===== src/rtl/mfb_pkg.sv =====
// shared types and constants for the monochrome frame buffer drawer
// no dependencies
package mfb_pkg;

	// command codes
	localparam logic [2:0] FUNC_SET_PIXEL = 3'd0;
	localparam logic [2:0] FUNC_CLR_PIXEL = 3'd1;
	localparam logic [2:0] FUNC_LINE      = 3'd2;
	localparam logic [2:0] FUNC_CIRCLE    = 3'd3;
	localparam logic [2:0] FUNC_CLR_ALL   = 3'd4;
	localparam logic [2:0] FUNC_READ      = 3'd5;

	// slope is scaled by this before the divide
	localparam int SLOPE_SCALE = 10;

	// x/10 as (x*1639)>>14, exact for every x below 2048
	localparam int SLOPE_RECIP    = 1639;
	localparam int SLOPE_RECIP_SH = 14;

	// dividend width of the slope divider: (rows-1)*10 stays below 2048
	localparam int DIV_W = 11;

	// signed pixel coordinate, wide enough for centre +/- radius
	localparam int COORD_W = 11;
	typedef logic signed [COORD_W-1:0] coord_t;

endpackage


===== src/rtl/mfb_div.sv =====
// restoring divider, one quotient bit per cycle
// uses mfb_pkg for the dividend width
module mfb_div (
	input  logic                      clk,
	input  logic                      arst_n,
	input  logic                      start,
	input  logic [mfb_pkg::DIV_W-1:0] dividend,
	input  logic [7:0]                divisor,
	output logic                      done,
	output logic [mfb_pkg::DIV_W-1:0] quotient
);
	import mfb_pkg::*;

	localparam int CNT_W = $clog2(DIV_W);

	logic             busy_q;
	logic             done_q;
	logic [CNT_W-1:0] cnt_q;
	logic [DIV_W-1:0] dvd_q;
	logic [7:0]       dvs_q;
	logic [7:0]       rem_q;
	logic [8:0]       trial;
	logic [8:0]       diff;
	logic             qbit;

	assign trial = {rem_q, dvd_q[DIV_W-1]};
	assign diff  = trial - {1'b0, dvs_q};
	assign qbit  = trial >= {1'b0, dvs_q};

	always_ff @(posedge clk or negedge arst_n) begin
		if (!arst_n) begin
			busy_q <= 1'b0;
			done_q <= 1'b0;
			cnt_q  <= '0;
		end else begin
			done_q <= 1'b0;
			if (start) begin
				busy_q <= 1'b1;
				cnt_q  <= CNT_W'(DIV_W - 1);
			end else if (busy_q) begin
				if (cnt_q == '0) begin
					busy_q <= 1'b0;
					done_q <= 1'b1;
				end else begin
					cnt_q <= cnt_q - 1'b1;
				end
			end
		end
	end

	always_ff @(posedge clk) begin
		if (start) begin
			dvd_q <= dividend;
			dvs_q <= divisor;
			rem_q <= '0;
		end else if (busy_q) begin
			rem_q <= qbit ? diff[7:0] : trial[7:0];
			dvd_q <= {dvd_q[DIV_W-2:0], qbit};
		end
	end

	assign done     = done_q;
	assign quotient = dvd_q;
endmodule


===== config.mk =====
export PLATFORM = sky130hd
export DESIGN_NAME = mfb_div
export DESIGN_NICKNAME = d
export VERILOG_FILES = /design/src/rtl/mfb_pkg.sv /design/src/rtl/mfb_div.sv
export SDC_FILE = /design/constraint.sdc
export NUM_CORES = 1
export LEC_CHECK = 0
export ABC_CLOCK_PERIOD_IN_PS = 1830
export BUFFER_PORTS_ARGS = -buffer_cell sky130_fd_sc_hd__buf_2
export CAP_MARGIN = 0
export CORE_MARGIN = 2
export CORE_UTILIZATION = 45
export CTS_CLUSTER_DIAMETER = 30
export DETAILED_ROUTE_END_ITERATION = 10
export PLACE_DENSITY = 0.72
export SYNTH_ARGS = -nofsm -noshare
export SYNTH_HDL_FRONTEND = slang
export SYNTH_SLANG_ARGS = --single-unit

===== constraint.sdc =====
create_clock -name clk -period 1.83 [get_ports clk]
set_clock_uncertainty 0.1 [all_clocks]
set_input_delay 0.183 -clock clk [delete_from_list [all_inputs] [get_ports clk]]
set_output_delay 0.183 -clock clk [all_outputs]
set_load 0.01 [all_outputs]

==> impl_metrics.csv, run 1 <==
group,metric,value,unit
run_status,status,"finished, violations left",
run_status,failed_checks,"negative setup slack",
logic_synthesis,seq_area_frac_synth,0.498,
finish,diodes,0,
critical_path,rrSetupSlack,-0.14,ns
timing,fin_crit,1.97,ns
power_and_ir_drop,netSwitchingPower,1.14,mW
global_route,groute.usage.overall,0.178,
die,die_x,66.7,um
clock_network,htreeDepth,2,
die,fp-row-count,22,
timing,worst_pin_slew,0.388,ns
global_route,grt_pass1_wl,5730,um
logic_synthesis,syn_avg_cell_area,11.5,um2
critical_path,cpMaxStageDelayCell,"or4b_1",
power_and_ir_drop,power-per-cell-area,1340,nW/um2
clock_network,cts_root_buffer,"clkbuf_8",
logic_synthesis,syn-cell-area,1770,um2
timing,max_slew_margin,0.741,
clock_network,cts_tree,"built",
timing,setup_viol,6,
critical_path,endpoint,"rem_q[6]$_SDFFE_PP0P_",
critical_path,r2r-end,"rem_q[6]$_SDFFE_PP0P_",
power_and_ir_drop,switching_share,0.349,
critical_path,crit_path_end_kind,"flop",
power_and_ir_drop,p_clk_frac,0.156,
route,wl_per_cell,13.5,um
min_path,min_path_type,"in2reg",
critical_path,cp_max_fo,2,
clock_network,cts_num_sinks,33,
critical_path,crit_type,"reg2reg",
place,port_buffers,33,
route,vias,1330,
finish,fin_util,0.656,
logic_synthesis,yosysWarnings,0,
die,die_h,66.7,um
power_and_ir_drop,p_comb_frac,0.498,
place,pre_cts_ws,-0.150,ns
place,hpwl,2570,um
die,fp.dieArea,4450,um2
timing,whs,0.101,ns
power_and_ir_drop,p_leak,1.04,nW
route,postRouteAntennaNets,0,
critical_path,r2r_cells,8,
critical_path,crit_start,"quotient[10]$_DFFE_PP_",
global_route,gr-total-overflow,0,
clock_network,cts_buffers,5,
die,io_pins,34,
finish,layout-drive-gt1-share,0.465,
global_route,first_global_vias,1274,
timing,fin_ws,-0.136,ns
power_and_ir_drop,sequentialPowerShare,0.346,
timing,hold_violations,0,
critical_path,cp.arrival,2.07,ns
logic_synthesis,ys_ff_latch,33,
die,start_util,0.476,
place,dp_cells,243,
global_route,grt_max_degree,14,
finish,stdcell_count,265,
route,route.detailed.drc,0,
logic_synthesis,async_reset_ff_frac,0.182,
timing,rsz0062_at_grt,"true",
clock_network,cts_buffer_depth,2,
clock_network,clk_pin_slew,0.06,ns
finish,syn_to_final_growth,37.7,%
critical_path,cp_data_required_time,1.93,ns
critical_path,path_cells,"inv_2 -> ha_4 -> fa_2 -> nand2b_4 -> a21oi_2 -> or4b_1 -> and4_1 -> o31ai_2",
route,routed_wl,3580,um
finish,final_nets,249,
critical_path,r2r-start,"quotient[10]$_DFFE_PP_",
route,initialDrtViolationCount,32,
logic_synthesis,yosysUniqueCellTypes,39,
critical_path,slowest_delay,0.45,ns
timing,setup_tns,-0.286,ns
logic_synthesis,synth_ff_type,"edfxtp_1",
place,place_congestion,0.815,
global_route,grt_antenna_before_repair,0,
clock_network,clock_latency,0.28,ns
logic_synthesis,synth-edff-count,19,
flow_run,drv_cap,0,
power_and_ir_drop,ir_worst_vdd,0.000645,V
route,drt-pass1-iter-count,4,
timing,fin_crit_sh,1.07,
timing,fmax,509,MHz
critical_path,worst_setup_path_start_kind,"flop",
route,routed_via_density,5.02,
logic_synthesis,syn_nets,187,
timing,slew_viol_final,0,
logic_synthesis,synthCells,154,
power_and_ir_drop,internal_power,2.12,mW
die,core,3720,um2
-- timing repair --
item	4_1_cts	5_1_grt
gates cloned	0	0
endpoints found under the hold margin	14	0
endpoints found under the setup margin	9	12
hold buffers	9	0
setup buffers	1	4
resized for setup	7	12
pin swaps	2	5
-- layer usage --
metal / GRT usage / part of all wire
met4: 0.0689 / 0.016
met5: 0 / 0
met3: 0.0557 / 0.042
met2: 0.299 / 0.52
met1: 0.211 / 0.42
-- flip-flops by register name, indices dropped and copies added (netlist names) --
name      count
dvs_q         8
quotient     11
rem_q         8
done          1
busy_q        1
cnt_q         4
-- cells in the mapped netlist, types with 5 or more instances --
| master | count | area share |
|---|---|---|
| edfxtp_1 | 19 | 0.32 |
| ha_1 | 10 | 0.071 |
| nor2_1 | 16 | 0.034 |
| dfxtp_1 | 8 | 0.090 |
| nand2_1 | 12 | 0.025 |
| dfrtp_1 | 6 | 0.085 |
| nand2b_1 | 5 | 0.018 |
| inv_1 | 13 | 0.028 |
| xnor2_1 | 5 | 0.025 |
| mux2_2 | 11 | 0.070 |
-- power by group through the flow --
stage,Clock [mW],Combinational [mW],Sequential [mW]
CTS,0.522,1.49,1.12
global route,0.570,1.77,1.15
global placement,0,1.37,1.12
floorplan,0,1.05,1.12
finish,0.508,1.62,1.13
detailed placement,0,1.41,1.13
-- layout make-up --
type	count	area, um2
well taps	48	60.1
repair buffers	59	399
flip-flops and latches	33	881
clock buffers	5	68.8
inverters	13	48.8
fillers	292	1280
clock inverters	3	12.5
multi-input cells	104	968
-- through the flow --
stage	total power [mW]	instance area (um2)
after floorplan	2.17	1840
after global placement	2.49	2140
after detailed placement	2.54	2140
after CTS	3.13	2340
after global routing	3.49	2440
final	3.26	2440
-- worst max-delay path: cells and delay by family, from the launching register on --
kind,cells,cell delay [ns]
AND/OR/NAND/NOR,3,0.75
AO/OA/AOI/OAI,2,0.21
flip-flops,1,0.40
adder cells (fa/ha/maj),2,0.33
buffers and inverters,1,0.09
-- logic make-up after synthesis --
| group | count (synthesis) | synth area share |
|---|---|---|
| fa+ha+maj | 11 | 0.0820 |
| mux | 16 | 0.101 |
| flops | 33 | 0.498 |
| compound gates | 24 | 0.110 |
| buf+inv | 17 | 0.0459 |
| simple gates | 45 | 0.124 |
| xor+xnor | 8 | 0.0396 |
-- how the worst min path moves through the flow --
stage,startpoint,end,slack (ns),cells after the start
finish,dividend[2],quotient[2]$_DFFE_PP_,0.10,2
global route,dividend[2],quotient[2]$_DFFE_PP_,0.1,2
CTS,dividend[9],quotient[9]$_DFFE_PP_,0.09,2
detailed placement,arst_n,cnt_q[0]$_DFFE_PN0P_,-0.09,1
global placement,arst_n,busy_q$_DFF_PN0_,-0.09,1
floorplan,arst_n,busy_q$_DFF_PN0_,-0.21,0
-- cells in the final DEF, fill, tap and decap left out, types with 2 or more instances in the layout --
| master | n |
|---|---|
| a211oi_2 | 2 |
| a21oi_1 | 3 |
| a21oi_4 | 2 |
| a31o_2 | 2 |
| buf_2 | 33 |
| buf_4 | 15 |
| clkbuf_8 | 5 |
| clkinv_1 | 2 |
| dfrtp_1 | 6 |
| dfxtp_1 | 8 |
| dlygate4sd3_1 | 9 |
| edfxtp_1 | 19 |
| ha_1 | 4 |
| ha_4 | 6 |
| inv_1 | 9 |
| inv_2 | 4 |
| mux2_2 | 11 |
| mux2i_1 | 3 |
| nand2_1 | 12 |
| nand2b_1 | 3 |
| nand2b_4 | 2 |
| nor2_1 | 14 |
| nor2_2 | 2 |
| nor2b_1 | 3 |
| o21ai_0 | 2 |
| o21ai_1 | 2 |
| o31ai_2 | 2 |
| xnor2_1 | 5 |
| xor2_1 | 3 |
No activity file was read; power rests on OpenSTA's default activity.
==> run 2: changes to the inputs <==
- PLACE_DENSITY: 0.72 -> 0.68
==> impl_metrics.csv, run 2 (synthesis results as in run 1) <==
group,metric,value,unit
run_status,status,"finished, violations left",
run_status,failed_checks,"negative setup slack",
critical_path,worst_setup_path_start_kind,"flop",
clock_network,cts_buffer_depth,2,
min_path,min_path_type,"in2reg",
finish,final_nets,249,
route,initialDrtViolationCount,46,
finish,final_common_cell,"buf_2",
place,place_congestion,0.903,
die,core,3720,um2
critical_path,crit_path_end_kind,"flop",
global_route,first_global_vias,1337,
power_and_ir_drop,ir_worst_vdd,0.000720,V
route,routed_wl,3650,um
timing,max_slew_margin,0.717,
finish,largest_reg_flops,11,
timing,whs,0.106,ns
global_route,grt_pass1_wl,5980,um
finish,fillers,296,
die,die_x,66.7,um
route,route.detailed.drc,0,
die,io_pins,34,
critical_path,r2r_cells,8,
finish,register_area,881,um2
timing,fin_crit,1.97,ns
finish,layout-drive-gt1-share,0.433,
timing,fin_ws,-0.140,ns
min_path,holdPathEnd,"quotient[4]$_DFFE_PP_",
timing,slew_viol_final,0,
critical_path,crit_type,"reg2reg",
timing,hold_violations,0,
flow_run,drv_cap,0,
route,postRouteAntennaNets,0,
clock_network,cts_root_buffer,"clkbuf_8",
place,hpwl,2740,um
critical_path,cp_max_fo,3,
clock_network,cts_buffers,5,
finish,multiInputGateArea,917,um2
global_route,gr-total-overflow,0,
finish,finalInstanceArea,2370,um2
timing,setup_tns,-0.238,ns
timing,setup_viol,4,
route,routed_via_density,5.01,
min_path,hold_start,"dividend[4]",
route,drt-pass1-iter-count,4,
die,die_h,66.7,um
place,pre_cts_ws,-0.135,ns
die,fp-row-count,22,
min_path,hold_path_depth,2,
power_and_ir_drop,power-per-cell-area,1320,nW/um2
timing,fin_crit_sh,1.08,
timing,worst_pin_slew,0.424,ns
timing,rsz0062_at_grt,"true",
critical_path,r2r-start,"quotient[10]$_DFFE_PP_",
finish,diodes,0,
critical_path,cp.arrival,2.08,ns
finish,syn_to_final_growth,33.9,%
place,placed_area,2150,um2
timing,fmax,508,MHz
critical_path,cp_data_required_time,1.94,ns
clock_network,clk_pin_slew,0.07,ns
critical_path,rrSetupSlack,-0.14,ns
critical_path,r2r-end,"rem_q[6]$_SDFFE_PP0P_",
global_route,grt_max_degree,21,
global_route,groute.usage.overall,0.185,
clock_network,cts_num_sinks,33,
die,fp.dieArea,4450,um2
power_and_ir_drop,total_power,3.13,mW
place,port_buffers,33,
power_and_ir_drop,p_leak,1.02,nW
die,start_util,0.476,
route,vias,1328,
clock_network,clock_latency,0.28,ns
clock_network,cts_tree,"built",
clock_network,htreeDepth,2,
global_route,grt_antenna_before_repair,0,
finish,mostFrequentLayoutCells,"33 x buf_2, 19 x edfxtp_1, 17 x buf_4, 15 x nor2_1, 12 x nand2_1",
route,wl_per_cell,13.8,um
[run 2: cell counts in the layout (fill, tap and decap cells not counted)]
No cell type changed its count.
[run 2: area by class of cell]
cell class                      instances  area share
Timing Repair Buffer                   59       0.161
Tap cell                               48      0.0253
Multi-Input combinational cell        104       0.387
Clock inverter                          3     0.00528
Inverter                               13      0.0206
Sequential cell                        33       0.372
Clock buffer                            5      0.0290
[run 2: critical path: stages, from the launching register on]
cell	delay, ns
edfxtp_1	0.40
inv_2	0.10
ha_4	0.14
fa_2	0.20
nand2b_4	0.13
a21oi_2	0.05
or4b_1	0.45
and4_1	0.17
o31ai_2	0.16
[run 2: what timing repair did]
action	in CTS	in global routing
hold endpoints to repair	14	0
pin swaps	2	0
setup buffers	0	1
resized for setup	4	4
hold buffers	9	0
endpoints found under the setup margin	7	11
[run 2: power breakdown]
part | internal [mW] | leakage [nW] | switching, mW
combinational | 0.797 | 0.648 | 0.700
clock | 0.256 | 0.0430 | 0.261
sequential | 0.982 | 0.330 | 0.132
total | 2.03 | 1.02 | 1.09
[run 2: worst max path at each step]
stage | start | endpoint | slack, ns | cells past startpoint
after floorplan | quotient[10]$_DFFE_PP_ | rem_q[6]$_SDFFE_PP0P_ | -0.12 | 8
after global placement | quotient[10]$_DFFE_PP_ | rem_q[6]$_SDFFE_PP0P_ | -0.09 | 8
after detailed placement | quotient[10]$_DFFE_PP_ | rem_q[6]$_SDFFE_PP0P_ | -0.14 | 8
after CTS | quotient[10]$_DFFE_PP_ | rem_q[6]$_SDFFE_PP0P_ | -0.15 | 8
after global routing | quotient[10]$_DFFE_PP_ | rem_q[6]$_SDFFE_PP0P_ | -0.20 | 8
final | quotient[10]$_DFFE_PP_ | rem_q[6]$_SDFFE_PP0P_ | -0.14 | 8
[run 2: stage by stage]
step,cells,util
CTS,264,0.629
global placement,247,0.580
finish,265,0.638
floorplan,154,-
detailed placement,247,0.580
global route,265,0.638
[run 2: per-layer routing]
metal	wire, um	share of wire	GRT usage
met3	84	0.023	0.0557
met4	48	0.013	0.0612
met2	1940	0.53	0.318
met1	1580	0.43	0.221
met5	0	0	0
